## src/rtl/ppm_pkg.sv

```systemverilog
// Package for the polar plot map painter: shared types, codes and reset constants.
`timescale 1ns / 1ps
`default_nettype none

package ppm_pkg;

   // Default plot geometry.
   localparam int AZI_CELLS_DEF   = 1024;
   localparam int RANGE_CELLS_DEF = 256;

   // Field widths fixed by the item format.
   localparam int KIND_W   = 2;
   localparam int AZ_W     = 10;
   localparam int RC_W     = 8;
   localparam int VALUE_W  = 8;
   localparam int HW_W     = 10;
   localparam int NRL_W    = 8;
   localparam int PSM_W    = 10;
   localparam int CSR_AW   = 3;
   localparam int CSR_DW   = 32;

   // Item kinds.
   localparam logic [KIND_W-1:0] KIND_PAINT = 2'd0;
   localparam logic [KIND_W-1:0] KIND_CLEAR = 2'd1;
   localparam logic [KIND_W-1:0] KIND_READ  = 2'd2;

   // Register indexes, taken from address bit 2.
   localparam logic REG_NEAR_RANGE = 1'b0;
   localparam logic REG_PLOT_SIZE  = 1'b1;

   // Register reset values.
   localparam logic [NRL_W-1:0] NRL_RESET = 8'd30;
   localparam logic [PSM_W-1:0] PSM_RESET = 10'd2;

   // Shared arithmetic unit operations.
   localparam logic ALU_ADD = 1'b0;
   localparam logic ALU_SUB = 1'b1;

   typedef struct packed {
      logic [NRL_W-1:0] near_range_limit;
      logic [PSM_W-1:0] plot_size_marker;
   } csr_regs_type;

   typedef struct packed {
      logic carry;   // carry out on add, borrow on subtract
      logic zero;
   } alu_flags_type;

   typedef struct packed {
      logic write;      // byte write at row and lane
      logic clear_row;  // zero the whole row
      logic read;       // registered byte read at row and lane
   } mem_ctl_type;

endpackage

`default_nettype wire

```

## src/rtl/ppm_csr.sv

```systemverilog
// Configuration register file of the polar plot map painter with its APB-style port.
`timescale 1ns / 1ps
`default_nettype none

module ppm_csr (
   input  wire                          clock,
   input  wire                          reset,
   input  wire                          psel,
   input  wire                          penable,
   input  wire                          pwrite,
   input  wire  [ppm_pkg::CSR_AW-1:0]   paddr,
   input  wire  [ppm_pkg::CSR_DW-1:0]   pwdata,
   output logic [ppm_pkg::CSR_DW-1:0]   prdata,
   output logic                         pready,
   output ppm_pkg::csr_regs_type        regs
);

   ppm_pkg::csr_regs_type regs_ff;
   ppm_pkg::csr_regs_type regs_in;
   logic                  wr_en;

   assign pready = 1'b1;
   assign wr_en  = psel & penable & pwrite & pready;
   assign regs   = regs_ff;

   always_comb begin
      regs_in = regs_ff;
      if (wr_en) begin
         case (paddr[2])
            ppm_pkg::REG_NEAR_RANGE: begin
               regs_in.near_range_limit = pwdata[ppm_pkg::NRL_W-1:0];
            end
            ppm_pkg::REG_PLOT_SIZE: begin
               regs_in.plot_size_marker = pwdata[ppm_pkg::PSM_W-1:0];
            end
            default: begin
               regs_in = regs_ff;
            end
         endcase
      end
   end

   always_comb begin
      case (paddr[2])
         ppm_pkg::REG_NEAR_RANGE: begin
            prdata = ppm_pkg::CSR_DW'(regs_ff.near_range_limit);
         end
         ppm_pkg::REG_PLOT_SIZE: begin
            prdata = ppm_pkg::CSR_DW'(regs_ff.plot_size_marker);
         end
         default: begin
            prdata = '0;
         end
      endcase
   end

   always_ff @(posedge clock) begin
      if (reset) begin
         regs_ff.near_range_limit <= ppm_pkg::NRL_RESET;
         regs_ff.plot_size_marker <= ppm_pkg::PSM_RESET;
      end else begin
         regs_ff <= regs_in;
      end
   end

endmodule

`default_nettype wire

```

## config.mk

```make
export PLATFORM = sky130hd
export DESIGN_NAME = ppm_csr
export DESIGN_NICKNAME = d
export VERILOG_FILES = /design/src/rtl/ppm_pkg.sv /design/src/rtl/ppm_csr.sv
export SDC_FILE = /design/constraint.sdc
export NUM_CORES = 1
export LEC_CHECK = 0
export BUFFER_PORTS_ARGS = -buffer_cell sky130_fd_sc_hd__buf_4
export CAP_MARGIN = 20
export CORE_MARGIN = 4
export CORE_UTILIZATION = 34
export CTS_CLUSTER_DIAMETER = 40
export DETAILED_ROUTE_END_ITERATION = 8
export PLACE_DENSITY = 0.79
export SYNTH_ARGS = -nofsm -noshare
export SYNTH_HDL_FRONTEND = slang
export SYNTH_SLANG_ARGS = --single-unit
export TNS_END_PERCENT = 1
```

## constraint.sdc

```tcl
create_clock -name clock -period 0.8 [get_ports clock]
set_clock_uncertainty 0.1 [all_clocks]
set_input_delay 0.08 -clock clock [delete_from_list [all_inputs] [get_ports clock]]
set_output_delay 0.08 -clock clock [all_outputs]
set_load 0.02 [all_outputs]
```

==> flow_summary.yaml <==
synthesis:
  synth_compound_area_share_pct: 0
  synth_xor_area_share_pct: 0
  synth-seq-cells: 18
  synth_top_family_by_area: "multiplexers"
  synth_seq_area_share_pct: 33.9
  netlist_instances: 111
  synthMuxAreaShare_pct: 25.4
  synth_area_mm2: 0.00106
  avgSynthCellArea_um2: 9.57
  yosys.area_share.simple_pct: 20.5
  synthDistinctLibCells: 14
  synth_fa_ha_area_share_pct: 0
  yosysWarnings: 0
critical_path:
  cp_cell_sequence: "mux2_4 -> buf_6"
  critPathSlowestCell: "dfxtp_2"
  path_class: "reg -> out"
  reg2reg_from: "regs[13]"
  crit_start: "regs[17]"
  required_ps: 620
  cp_top_family: "flip-flops"
  worstSetupEndpointType: "output port"
  slowest_delay_ps: 340
  crit_arrival_ps: 1040
  crit_buf_inv: 1
  worstPathMaxFanout: 2
  cp-start-kind: "flip-flop"
final_layout:
  drive_gt1_share_pct: 62.6
  layoutNonFillerInstCount: 231
  fillCellCount: 246
  largest_register_ffs: 18
  nNetsFinal: 228
  area_growth_pct: 84.6
  multi_input_area_um2: 687
  antenna_cells: 0
  regArea_um2: 383
timing:
  hold_ws_ps: -58.1
  final.min_clock_period_ps: 1220
  setup_ws_ps: -424
  clock.fmax_mhz: 817
  min_period_over_period_pct: 153
  hold_violations: 4
  rsz0062_at_grt: "yes"
  maxSlewViolCount: 0
  setup_viol: 35
floorplan:
  io_pins: 91
  initial_core_util_pct: 35.1
  design.die.area_mm2: 0.00408
  chipWidth_um: 63.9
  fp.dieH_um: 63.9
  core_mm2: 0.00303
  rows: 20
route:
  drcViolationCount: 0
  routed_via_density: 4.14
  ant_nets: 0
  drt_iter0_drc: 10
  drtPass1Iterations: 2
  drt-total-wl_mm: 3.03
  vias: 957
  wl_per_cell_um: 13.1
clocking:
  clockBufferDepth: 2
  h-tree-depth: 1
  clock_sinks: 18
  cts_buffers: 3
  postCtsHoldBufs: 8
  clk_latency_ps: 300
  path_clk_slew_ps: 110
  clock-root-buffer: "clkbuf_4"
  cts_tree: "yes"
global_routing:
  grt-ovfl-total: 0
  antenna_found_initial: 0
  grt_max_degree: 32
  grt_pass1_wl_mm: 4.78
  grt_pass1_vias: 1012
  grtUsageTotal_pct: 14.9
place:
  dp.cells: 216
  port_buffers: 43
  place.gp.congestion: 0.672
  hpwl_mm: 2.05
pwr:
  power_uw: 2100
  power_density_mw_per_mm2: 1070
  leakagePower_uw: 0.000944
  vdd_drop_max_mv: 0.855
status:
  outcome: "finished with violations"
  violations: "hold timing, setup timing"
min_path:
  hold_class: "in -> reg"
  min_from: "pwdata[1]"
job:
  drv_cap: 0
[cells in the mapped netlist (all sizes together)]
library cell / number / area share [%]
nand4b: 1 / 1.4
nor2: 9 / 3.2
mux2: 8 / 8.5
dfxtp: 18 / 34
and4b: 1 / 0.94
clkbuf: 2 / 0.71
and2: 2 / 1.2
mux2i: 18 / 17
buf: 27 / 19
and4: 1 / 0.82
conb: 2 / 0.71
nand2b: 22 / 13
[cells by family (layout without fill, tap and decap cells)]
family	count (synthesis)	after routing
AND/OR/NAND/NOR	36	36
buffers and inverters	29	84
multiplexers	26	26
flip-flops	18	18
other	2	23
[layer usage]
layer,global-route usage (%),vias up,routed length (um)
li1,-,468,-
met2,28.5,45,1650
met5,0,-,0
met4,4.85,0,35
met1,14.8,442,1040
met3,5.10,2,300
[report_power, final]
part | switching (uW) | internal [uW] | total (uW)
Combinational | 292 | 298 | 591
Sequential | 13.7 | 919 | 933
Clock | 303 | 278 | 581
Total | 610 | 1500 | 2100
[cell usage in the layout, fill, tap and decap left out, drive strengths merged]
cell and instances:
buf 73, conb 23, nand2b 22, mux2i 18, dfxtp 18, nor2 9, mux2 8, dlygate4sd3 7
clkbuf 4, and2 2, and4b 1, and4 1, nand4b 1
[tightest hold or removal path: cells and delay by family]
kind                   cells  cell delay (ps)
muxes                      1              110
buffers and inverters      1               80
and+or+nand+nor            1               40
[final timing paths]
check              endpoint  cells after the start  slack (ps)
setup reg to reg   regs[13]                      4        -100
hold reg to reg     regs[8]                      2         420
setup / recovery  prdata[7]                      2        -420
hold / removal     regs[11]                      3         -60
[area by class of cell]
type	count	area share, %
tap	44	2.81
clock buffer	4	1.85
multi-input combinational	85	35.0
timing repair buffer	80	40.8
sequential	18	19.5
[stage by stage]
stage	instance area (um^2)	setup TNS, ps	utilization [%]	hold slack (ps)	worst slack (ps)
6_report	1960	-9110	64.8	-58.1	-424
5_1_grt	1960	-10580	64.8	-39.1	-460
4_1_cts	1870	-9380	61.7	-64.8	-437
3_5_place_dp	1580	-4500	52.1	255	-211
3_3_place_gp	1580	-4010	52.1	247	-183
2_1_floorplan	1200	-252	-	128	-32.2
[what timing repair did]
| action | 4_1_cts | 5_1_grt |
|---|---|---|
| endpoints found under the setup margin | 35 | 45 |
| endpoints found under the hold margin | 18 | 4 |
| pin swaps | 5 | 1 |
| buffers inserted | 2 | 1 |
| gates resized for setup | 44 | 17 |
Power figures use the tool's default switching activity.
