`src/rtl/ppm_pkg.sv`:
```
// Package for the polar plot map painter: shared types, codes and reset constants.
`timescale 1ns / 1ps
`default_nettype none

package ppm_pkg;

   // Default plot geometry.
   localparam int AZI_CELLS_DEF   = 1024;
   localparam int RANGE_CELLS_DEF = 256;

   // Field widths fixed by the item format.
   localparam int KIND_W   = 2;
   localparam int AZ_W     = 10;
   localparam int RC_W     = 8;
   localparam int VALUE_W  = 8;
   localparam int HW_W     = 10;
   localparam int NRL_W    = 8;
   localparam int PSM_W    = 10;
   localparam int CSR_AW   = 3;
   localparam int CSR_DW   = 32;

   // Item kinds.
   localparam logic [KIND_W-1:0] KIND_PAINT = 2'd0;
   localparam logic [KIND_W-1:0] KIND_CLEAR = 2'd1;
   localparam logic [KIND_W-1:0] KIND_READ  = 2'd2;

   // Register indexes, taken from address bit 2.
   localparam logic REG_NEAR_RANGE = 1'b0;
   localparam logic REG_PLOT_SIZE  = 1'b1;

   // Register reset values.
   localparam logic [NRL_W-1:0] NRL_RESET = 8'd30;
   localparam logic [PSM_W-1:0] PSM_RESET = 10'd2;

   // Shared arithmetic unit operations.
   localparam logic ALU_ADD = 1'b0;
   localparam logic ALU_SUB = 1'b1;

   typedef struct packed {
      logic [NRL_W-1:0] near_range_limit;
      logic [PSM_W-1:0] plot_size_marker;
   } csr_regs_type;

   typedef struct packed {
      logic carry;   // carry out on add, borrow on subtract
      logic zero;
   } alu_flags_type;

   typedef struct packed {
      logic write;      // byte write at row and lane
      logic clear_row;  // zero the whole row
      logic read;       // registered byte read at row and lane
   } mem_ctl_type;

endpackage

`default_nettype wire

```
`src/rtl/ppm_alu.sv`:
```
// Shared add and subtract unit with carry or borrow and zero flags.
`timescale 1ns / 1ps
`default_nettype none

module ppm_alu #(
   parameter int WIDTH = 13
) (
   input  wire                    op,
   input  wire  [WIDTH-1:0]       a,
   input  wire  [WIDTH-1:0]       b,
   output logic [WIDTH-1:0]       result,
   output ppm_pkg::alu_flags_type flags
);

   logic [WIDTH:0] full_sum;

   always_comb begin
      if (op == ppm_pkg::ALU_SUB) begin
         full_sum = {1'b0, a} - {1'b0, b};
      end else begin
         full_sum = {1'b0, a} + {1'b0, b};
      end
      result      = full_sum[WIDTH-1:0];
      flags.carry = full_sum[WIDTH];
      flags.zero  = (full_sum[WIDTH-1:0] == '0);
   end

endmodule

`default_nettype wire

```
`src/rtl/ppm_seq.sv`:
```
// Sequencer of the polar plot map painter: item decode, window setup and cell stepping.
`timescale 1ns / 1ps
`default_nettype none

module ppm_seq #(
   parameter int AZI_CELLS   = ppm_pkg::AZI_CELLS_DEF,
   parameter int RANGE_CELLS = ppm_pkg::RANGE_CELLS_DEF
) (
   input  wire                               clock,
   input  wire                               reset,
   input  wire                               req_valid,
   output logic                              req_stall,
   input  wire  [ppm_pkg::KIND_W-1:0]        req_kind,
   input  wire  [ppm_pkg::AZ_W-1:0]          req_azimuth,
   input  wire  [ppm_pkg::RC_W-1:0]          req_range_cell,
   input  wire  [ppm_pkg::VALUE_W-1:0]       req_paint_value,
   input  wire  [ppm_pkg::HW_W-1:0]          req_half_width,
   output logic                              rsp_valid,
   input  wire                               rsp_stall,
   output logic [ppm_pkg::VALUE_W-1:0]       rsp_cell_value,
   output logic                              rsp_rejected,
   input  ppm_pkg::csr_regs_type             regs,
   output ppm_pkg::mem_ctl_type              mem_ctl,
   output logic [$clog2(AZI_CELLS)-1:0]      mem_row,
   output logic [$clog2(RANGE_CELLS)-1:0]    mem_lane,
   output logic [ppm_pkg::VALUE_W-1:0]       mem_wdata,
   input  wire  [ppm_pkg::VALUE_W-1:0]       mem_rdata
);

   localparam int AW    = $clog2(AZI_CELLS);
   localparam int RW    = $clog2(RANGE_CELLS);
   localparam int CW    = AW + 1;
   localparam int DW    = ppm_pkg::HW_W + 1;
   localparam int ALU_W = (AW + 2 > DW + 2) ? AW + 2 : DW + 2;
   localparam int VW    = ppm_pkg::VALUE_W;

   localparam logic [3:0] S_CLEAR  = 4'd0;
   localparam logic [3:0] S_IDLE   = 4'd1;
   localparam logic [3:0] S_NEAR   = 4'd2;
   localparam logic [3:0] S_MARK   = 4'd3;
   localparam logic [3:0] S_FULL   = 4'd4;
   localparam logic [3:0] S_START  = 4'd5;
   localparam logic [3:0] S_WRAP   = 4'd6;
   localparam logic [3:0] S_PAINT  = 4'd7;
   localparam logic [3:0] S_READ   = 4'd8;
   localparam logic [3:0] S_RDWAIT = 4'd9;
   localparam logic [3:0] S_RESP   = 4'd10;

   logic [3:0]         state_ff, state_in;
   logic [AW-1:0]      az_ff, az_in;
   logic [RW-1:0]      rc_ff, rc_in;
   logic [VW-1:0]      value_ff, value_in;
   logic [ppm_pkg::HW_W-1:0] hw_ff, hw_in;
   logic [DW-1:0]      d_ff, d_in;
   logic [RW-1:0]      r_lo_ff, r_lo_in;
   logic [RW-1:0]      r_hi_ff, r_hi_in;
   logic [RW-1:0]      row_ff, row_in;
   logic [AW-1:0]      col_ff, col_in;
   logic [CW-1:0]      cnt_ff, cnt_in;
   logic [ALU_W-1:0]   acc_ff, acc_in;
   logic               clear_resp_ff, clear_resp_in;
   logic [VW-1:0]      cell_ff, cell_in;
   logic               rej_ff, rej_in;
   logic               rsp_valid_ff, rsp_valid_in;
   logic [VW-1:0]      rsp_cell_value_ff, rsp_cell_value_in;
   logic               rsp_rejected_ff, rsp_rejected_in;

   logic                  alu_op;
   logic [ALU_W-1:0]      alu_a;
   logic [ALU_W-1:0]      alu_b;
   logic [ALU_W-1:0]      alu_result;
   ppm_pkg::alu_flags_type alu_flags;

   logic accept;
   logic in_bounds;

   ppm_alu #(
      .WIDTH (ALU_W)
   ) u_alu (
      .op     (alu_op),
      .a      (alu_a),
      .b      (alu_b),
      .result (alu_result),
      .flags  (alu_flags)
   );

   assign req_stall      = (state_ff != S_IDLE);
   assign accept         = req_valid & ~req_stall;
   assign in_bounds      = (32'(req_azimuth) < AZI_CELLS) && (32'(req_range_cell) < RANGE_CELLS);
   assign rsp_valid      = rsp_valid_ff;
   assign rsp_cell_value = rsp_cell_value_ff;
   assign rsp_rejected   = rsp_rejected_ff;
   assign mem_wdata      = value_ff;

   // Operand selection for the shared unit, one use per sequencer step.
   always_comb begin
      alu_op = ppm_pkg::ALU_ADD;
      alu_a  = '0;
      alu_b  = '0;
      case (state_ff)
         S_NEAR: begin
            alu_op = ppm_pkg::ALU_SUB;
            alu_a  = ALU_W'(rc_ff);
            alu_b  = ALU_W'(regs.near_range_limit);
         end
         S_MARK: begin
            alu_op = ppm_pkg::ALU_SUB;
            alu_a  = ALU_W'(d_ff);
            alu_b  = ALU_W'(regs.plot_size_marker);
         end
         S_FULL: begin
            alu_op = ppm_pkg::ALU_SUB;
            alu_a  = ALU_W'({d_ff, 1'b1});
            alu_b  = ALU_W'(AZI_CELLS);
         end
         S_START: begin
            alu_op = ppm_pkg::ALU_SUB;
            alu_a  = ALU_W'(az_ff);
            alu_b  = ALU_W'(d_ff);
         end
         S_WRAP: begin
            alu_a  = acc_ff;
            alu_b  = ALU_W'(AZI_CELLS);
         end
         S_PAINT, S_CLEAR: begin
            alu_a  = ALU_W'(col_ff);
            alu_b  = ALU_W'(1);
         end
         default: begin
            alu_op = ppm_pkg::ALU_ADD;
         end
      endcase
   end

   // Memory control.
   always_comb begin
      mem_ctl.write     = 1'b0;
      mem_ctl.clear_row = 1'b0;
      mem_ctl.read      = 1'b0;
      mem_row           = col_ff;
      mem_lane          = row_ff;
      case (state_ff)
         S_CLEAR: begin
            mem_ctl.clear_row = 1'b1;
         end
         S_PAINT: begin
            mem_ctl.write = 1'b1;
         end
         S_READ: begin
            mem_ctl.read = 1'b1;
            mem_row      = az_ff;
            mem_lane     = rc_ff;
         end
         default: begin
            mem_ctl.write = 1'b0;
         end
      endcase
   end

   always_comb begin
      state_in          = state_ff;
      az_in             = az_ff;
      rc_in             = rc_ff;
      value_in          = value_ff;
      hw_in             = hw_ff;
      d_in              = d_ff;
      r_lo_in           = r_lo_ff;
      r_hi_in           = r_hi_ff;
      row_in            = row_ff;
      col_in            = col_ff;
      cnt_in            = cnt_ff;
      acc_in            = acc_ff;
      clear_resp_in     = clear_resp_ff;
      cell_in           = cell_ff;
      rej_in            = rej_ff;
      rsp_valid_in      = rsp_valid_ff & rsp_stall;
      rsp_cell_value_in = rsp_cell_value_ff;
      rsp_rejected_in   = rsp_rejected_ff;

      case (state_ff)
         S_CLEAR: begin
            col_in = alu_result[AW-1:0];
            if (col_ff == AW'(AZI_CELLS - 1)) begin
               state_in = clear_resp_ff ? S_RESP : S_IDLE;
            end
         end
         S_IDLE: begin
            if (accept) begin
               az_in    = AW'(req_azimuth);
               rc_in    = RW'(req_range_cell);
               value_in = req_paint_value;
               hw_in    = req_half_width;
               cell_in  = '0;
               rej_in   = 1'b0;
               case (req_kind)
                  ppm_pkg::KIND_PAINT: begin
                     if (in_bounds) begin
                        state_in = S_NEAR;
                     end else begin
                        rej_in   = 1'b1;
                        state_in = S_RESP;
                     end
                  end
                  ppm_pkg::KIND_CLEAR: begin
                     col_in        = '0;
                     clear_resp_in = 1'b1;
                     state_in      = S_CLEAR;
                  end
                  ppm_pkg::KIND_READ: begin
                     state_in = in_bounds ? S_READ : S_RESP;
                  end
                  default: begin
                     state_in = S_RESP;
                  end
               endcase
            end
         end
         S_NEAR: begin
            // Borrow means the range cell lies below the near-range limit.
            d_in     = alu_flags.carry ? {hw_ff, 1'b0} : {1'b0, hw_ff};
            state_in = S_MARK;
         end
         S_MARK: begin
            if (alu_flags.zero) begin
               r_lo_in = (rc_ff == '0) ? rc_ff : rc_ff - 1'b1;
               r_hi_in = (rc_ff == RW'(RANGE_CELLS - 1)) ? rc_ff : rc_ff + 1'b1;
            end else begin
               r_lo_in = rc_ff;
               r_hi_in = rc_ff;
            end
            state_in = S_FULL;
         end
         S_FULL: begin
            row_in = r_lo_ff;
            if (!alu_flags.carry) begin
               // The window reaches all the way around the ring.
               col_in   = '0;
               cnt_in   = CW'(AZI_CELLS);
               state_in = S_PAINT;
            end else begin
               cnt_in   = CW'({d_ff, 1'b1});
               state_in = S_START;
            end
         end
         S_START: begin
            acc_in = alu_result;
            col_in = alu_result[AW-1:0];
            state_in = alu_flags.carry ? S_WRAP : S_PAINT;
         end
         S_WRAP: begin
            col_in   = alu_result[AW-1:0];
            state_in = S_PAINT;
         end
         S_PAINT: begin
            if (row_ff == r_hi_ff) begin
               row_in = r_lo_ff;
               if (cnt_ff == CW'(1)) begin
                  state_in = S_RESP;
               end else begin
                  cnt_in = cnt_ff - 1'b1;
                  col_in = (alu_result == ALU_W'(AZI_CELLS)) ? '0 : alu_result[AW-1:0];
               end
            end else begin
               row_in = row_ff + 1'b1;
            end
         end
         S_READ: begin
            state_in = S_RDWAIT;
         end
         S_RDWAIT: begin
            cell_in  = mem_rdata;
            state_in = S_RESP;
         end
         S_RESP: begin
            if (!rsp_valid_ff || !rsp_stall) begin
               rsp_valid_in      = 1'b1;
               rsp_cell_value_in = cell_ff;
               rsp_rejected_in   = rej_ff;
               state_in          = S_IDLE;
            end
         end
         default: begin
            state_in = S_IDLE;
         end
      endcase
   end

   always_ff @(posedge clock) begin
      if (reset) begin
         state_ff      <= S_CLEAR;
         col_ff        <= '0;
         clear_resp_ff <= 1'b0;
         rsp_valid_ff  <= 1'b0;
      end else begin
         state_ff      <= state_in;
         col_ff        <= col_in;
         clear_resp_ff <= (state_in == S_CLEAR) ? clear_resp_in : 1'b0;
         rsp_valid_ff  <= rsp_valid_in;
      end
   end

   always_ff @(posedge clock) begin
      az_ff             <= az_in;
      rc_ff             <= rc_in;
      value_ff          <= value_in;
      hw_ff             <= hw_in;
      d_ff              <= d_in;
      r_lo_ff           <= r_lo_in;
      r_hi_ff           <= r_hi_in;
      row_ff            <= row_in;
      cnt_ff            <= cnt_in;
      acc_ff            <= acc_in;
      cell_ff           <= cell_in;
      rej_ff            <= rej_in;
      rsp_cell_value_ff <= rsp_cell_value_in;
      rsp_rejected_ff   <= rsp_rejected_in;
   end

endmodule

`default_nettype wire

```
`config.mk`:
```
export PLATFORM = sky130hd
export DESIGN_NAME = ppm_seq
export DESIGN_NICKNAME = d
export VERILOG_FILES = /design/src/rtl/ppm_pkg.sv /design/src/rtl/ppm_alu.sv /design/src/rtl/ppm_seq.sv
export SDC_FILE = /design/constraint.sdc
export NUM_CORES = 1
export LEC_CHECK = 0
export BUFFER_PORTS_ARGS = -buffer_cell sky130_fd_sc_hd__buf_2
export CORE_MARGIN = 5
export CORE_UTILIZATION = 60
export CTS_BUF_LIST = sky130_fd_sc_hd__clkbuf_16
export DETAILED_ROUTE_END_ITERATION = 16
export PLACE_DENSITY = 0.84
export SLEW_MARGIN = 20
export SYNTH_ARGS = -nofsm -noshare
export SYNTH_HDL_FRONTEND = slang
export SYNTH_SLANG_ARGS = --single-unit
```
`constraint.sdc`:
```
create_clock -name clock -period 8.5 [get_ports clock]
set_input_delay 0.425 -clock clock [delete_from_list [all_inputs] [get_ports clock]]
set_output_delay 0.425 -clock clock [all_outputs]
set_load 0.02 [all_outputs]
```
==> reports/qor.yml <==
worst_setup_path:
  startpoint_type: "flip-flop"
  worstSetupPathType: "flip-flop to flip-flop"
  worst_path_dominant_cell_family: "simple AND/OR/NAND/NOR gates"
  max_stage_delay_ns: 0.64
  timing.critical_path.fanout_max: 27
  critical-path-slowest-cell: "nand3_1"
  critPathArrivalTime_ns: 6.83
  worstPathRequired_ns: 8.68
  cp-end-kind: "flip-flop"
  path_cells: "inv_1 > nor2_1 > nand3_1 > inv_1 > or2_2 > a222oi_1 > o21a_1 > ha_1 > inv_1 > fa_1 > a211oi_2 > nor2_1 > xor2_1 > or4_1 > or4b_4 > nor4_4 > nand3_1 > mux2_2"
  cpMostUsedCell: "inv_1"
  worstPathBufferInverterCount: 3
layout:
  n_antenna_cell: 0
  post_route_cells_drive_above_1_share_pct: 27.7
  finalInstanceArea_um2: 8330
  final_util_pct: 72.6
  design.final.nets: 822
  areaGrowthSynthToFinish_pct: 18.3
  filler_cell_count: 805
floorplanning:
  pin_count: 108
  die-width_um: 118
  dieHeight_um: 118
  design.core.area_um2: 11500
  die_area_um2: 14000
  core.rowCount: 39
  initial_utilization_pct: 61.4
logic_synthesis:
  seq_area_frac_synth_pct: 51.9
  post_synthesis_mux_area_share_pct: 6.83
  ys_async_sr_fraction_pct: 0
  synth_xor_xnor_area_share_pct: 4.48
  post_synth_most_frequent_cells: "111 x edfxtp_1, 49 x nor2_1, 46 x nand2_1"
  synthMostInstantiatedCell: "edfxtp_1"
  syn_avg_cell_area_um2: 11.1
  post_synth_instance_area_um2: 7040
  synth_top_family_by_area: "simple AND/OR/NAND/NOR gates"
  netlist.area_leader.share_pct: 47.4
  leading_register_cell_type_out_of_synthesis: "edfxtp_1"
  synth-compound-area-share_pct: 13.6
  synth_enable_flop_cells: 111
  ys_seq_elements: 127
  synth_simple_gate_area_share_pct: 15.5
  netlist.top_cell.by_area: "edfxtp_1"
  yosysWarnings: 0
  synth_adder_area_share_pct: 4.37
  distinct_cell_type_count_of_the_synthesized_netlist: 63
  synth.net_count: 725
  post_synth_main_area_contributors: "edfxtp_1 47%, mux2_2 6.4%, dfxtp_1 4.6%"
  syn-instance-count: 633
drt:
  vias: 5738
  avgRoutedWirePerCell_um: 21.3
  detail_route.wirelength_um: 18900
  drtIter0Drc: 671
  routed_via_density: 6.48
  drc: 0
  drt.antenna.violating_nets: 0
  dr.pass1.iters: 6
place:
  io_buffers: 106
  placedInstanceArea_um2: 7720
  dp_slack_ns: 2.02
  dp_hpwl_um: 13400
  place.gp.congestion: 0.927
sta:
  worst_setup_slack_after_layout_ns: 1.85
  worst_slew_pin_slew_ns: 1.12
  final-max-slew-violation-count: 0
  maxClockFrequency_mhz: 150
  setup_violations: 0
  post-route-min-period_ns: 6.65
  rsz0062_at_grt: "false"
  hold_viol_final: 0
  final.setup.tns_ns: 0
  timing.slew.headroom_pct: 24.9
  clock-skew-final_ns: 0.00765
  post-route-period-util_pct: 78.2
outcome:
  outcome: "finished, final reports clean"
clock_network:
  clock_sinks: 127
  post_cts_setup_buffer_count: 0
  number_of_buffers_inserted_during_clock_tree_synthesis: 17
  cts_root_buf: "clkbuf_16"
  clkLatencyLatePin_ns: 0.42
  cts_hold_buf: 0
  clk_pin_slew_worst_paths_ns: 0.06
  clock_path_buffers: 2
  clock_tree_from_tritoncts: "done"
  htreeDepth: 4
  cts-resized-gates: 0
global_routing:
  grt-ovfl-total: 0
  first_global_vias: 5718
  antenna_found_initial: 0
  grt_use_total_pct: 27.2
  pin_count_of_the_biggest_net_entering_global_routing: 40
  first_pass_grt_wire_length_um: 30000
power:
  total_leakage_power_nw: 3.30
  power.density_cell_area_nw_per_um2: 176
  ir_worst_vdd_mv: 0.159
min_path:
  timing.hold.worst.class: "input pin to flip-flop"
flow_run:
  drv.max_cap_violation_count: 0
cells in the final DEF (no fill, tap or decap), drive strengths merged, types with 16 or more instances in the layout:
cell and count:
buf 117, edfxtp 111, nor2 49, nand2 46, mux2 40, a21oi 32
xnor2 25, nand3 23, ha 23, inv 23, o21ai 20, a222oi 18
clkbuf 17, dfxtp 16
through the flow:
step | hold WS (ns) | std cells | power, mW
global placement | 0.404 | 854 | 0.730
finish | 0.174 | 886 | 1.47
floorplan | 0.400 | 633 | 0.711
global route | 0.162 | 886 | 1.50
detailed placement | 0.413 | 854 | 0.732
CTS | 0.160 | 886 | 1.47
final cells by class:
type / instances / area [um^2] / area share, %
Sequential cell: 127 / 3650 / 43.9
Multi-Input combinational cell: 449 / 3210 / 38.5
Timing Repair Buffer: 117 / 613 / 7.36
Clock buffer: 17 / 425 / 5.11
Clock inverter: 15 / 184 / 2.21
Tap cell: 143 / 179 / 2.15
Inverter: 18 / 67.6 / 0.811
path summary, 6_finish.rpt:
check / startpoint / to / slack (ns) / depth (start not counted)
setup reg to reg: state_ff[0] / r_hi_ff[1] / 1.85 / 18
setup / recovery: state_ff[0] / r_hi_ff[1] / 1.85 / 18
hold / removal: req_half_width[9] / hw_ff[9] / 0.17 / 1
hold reg to reg: cell_ff[6] / rsp_cell_value[6] / 0.43 / 0
cells by family after synthesis:
| kind of cell | after synthesis |
|---|---|
| buf+inv | 57 |
| compound gates | 135 |
| fa+ha+maj | 24 |
| other cells | 1 |
| xor+xnor | 36 |
| mux | 43 |
| flops | 127 |
| simple gates | 210 |
state kept, by name (all words and copies together), names as in the netlist, 10 cells and up:
name,count
cnt_ff,11
d_ff,11
az_ff,10
acc_ff,13
hw_ff,10
col_ff,10
routing by layer:
| metal | up-vias | track usage, % | part of all wire (%) |
|---|---|---|---|
| li1 | 2609 | - | - |
| met3 | 48 | 5.16 | 9.9 |
| met2 | 308 | 43.1 | 48 |
| met1 | 2773 | 36.4 | 39 |
| met5 | - | 0 | 0 |
| met4 | 0 | 12.5 | 3.3 |
report_power, final:
group / switching [mW] / leakage [nW] / total (mW) / internal [mW]
Clock: 0.282 / 0.296 / 0.747 / 0.465
Combinational: 0.0227 / 1.88 / 0.0452 / 0.0225
Sequential: 0.00163 / 1.12 / 0.675 / 0.674
Total: 0.306 / 3.30 / 1.47 / 1.16
(Power assumes the default switching activity.)
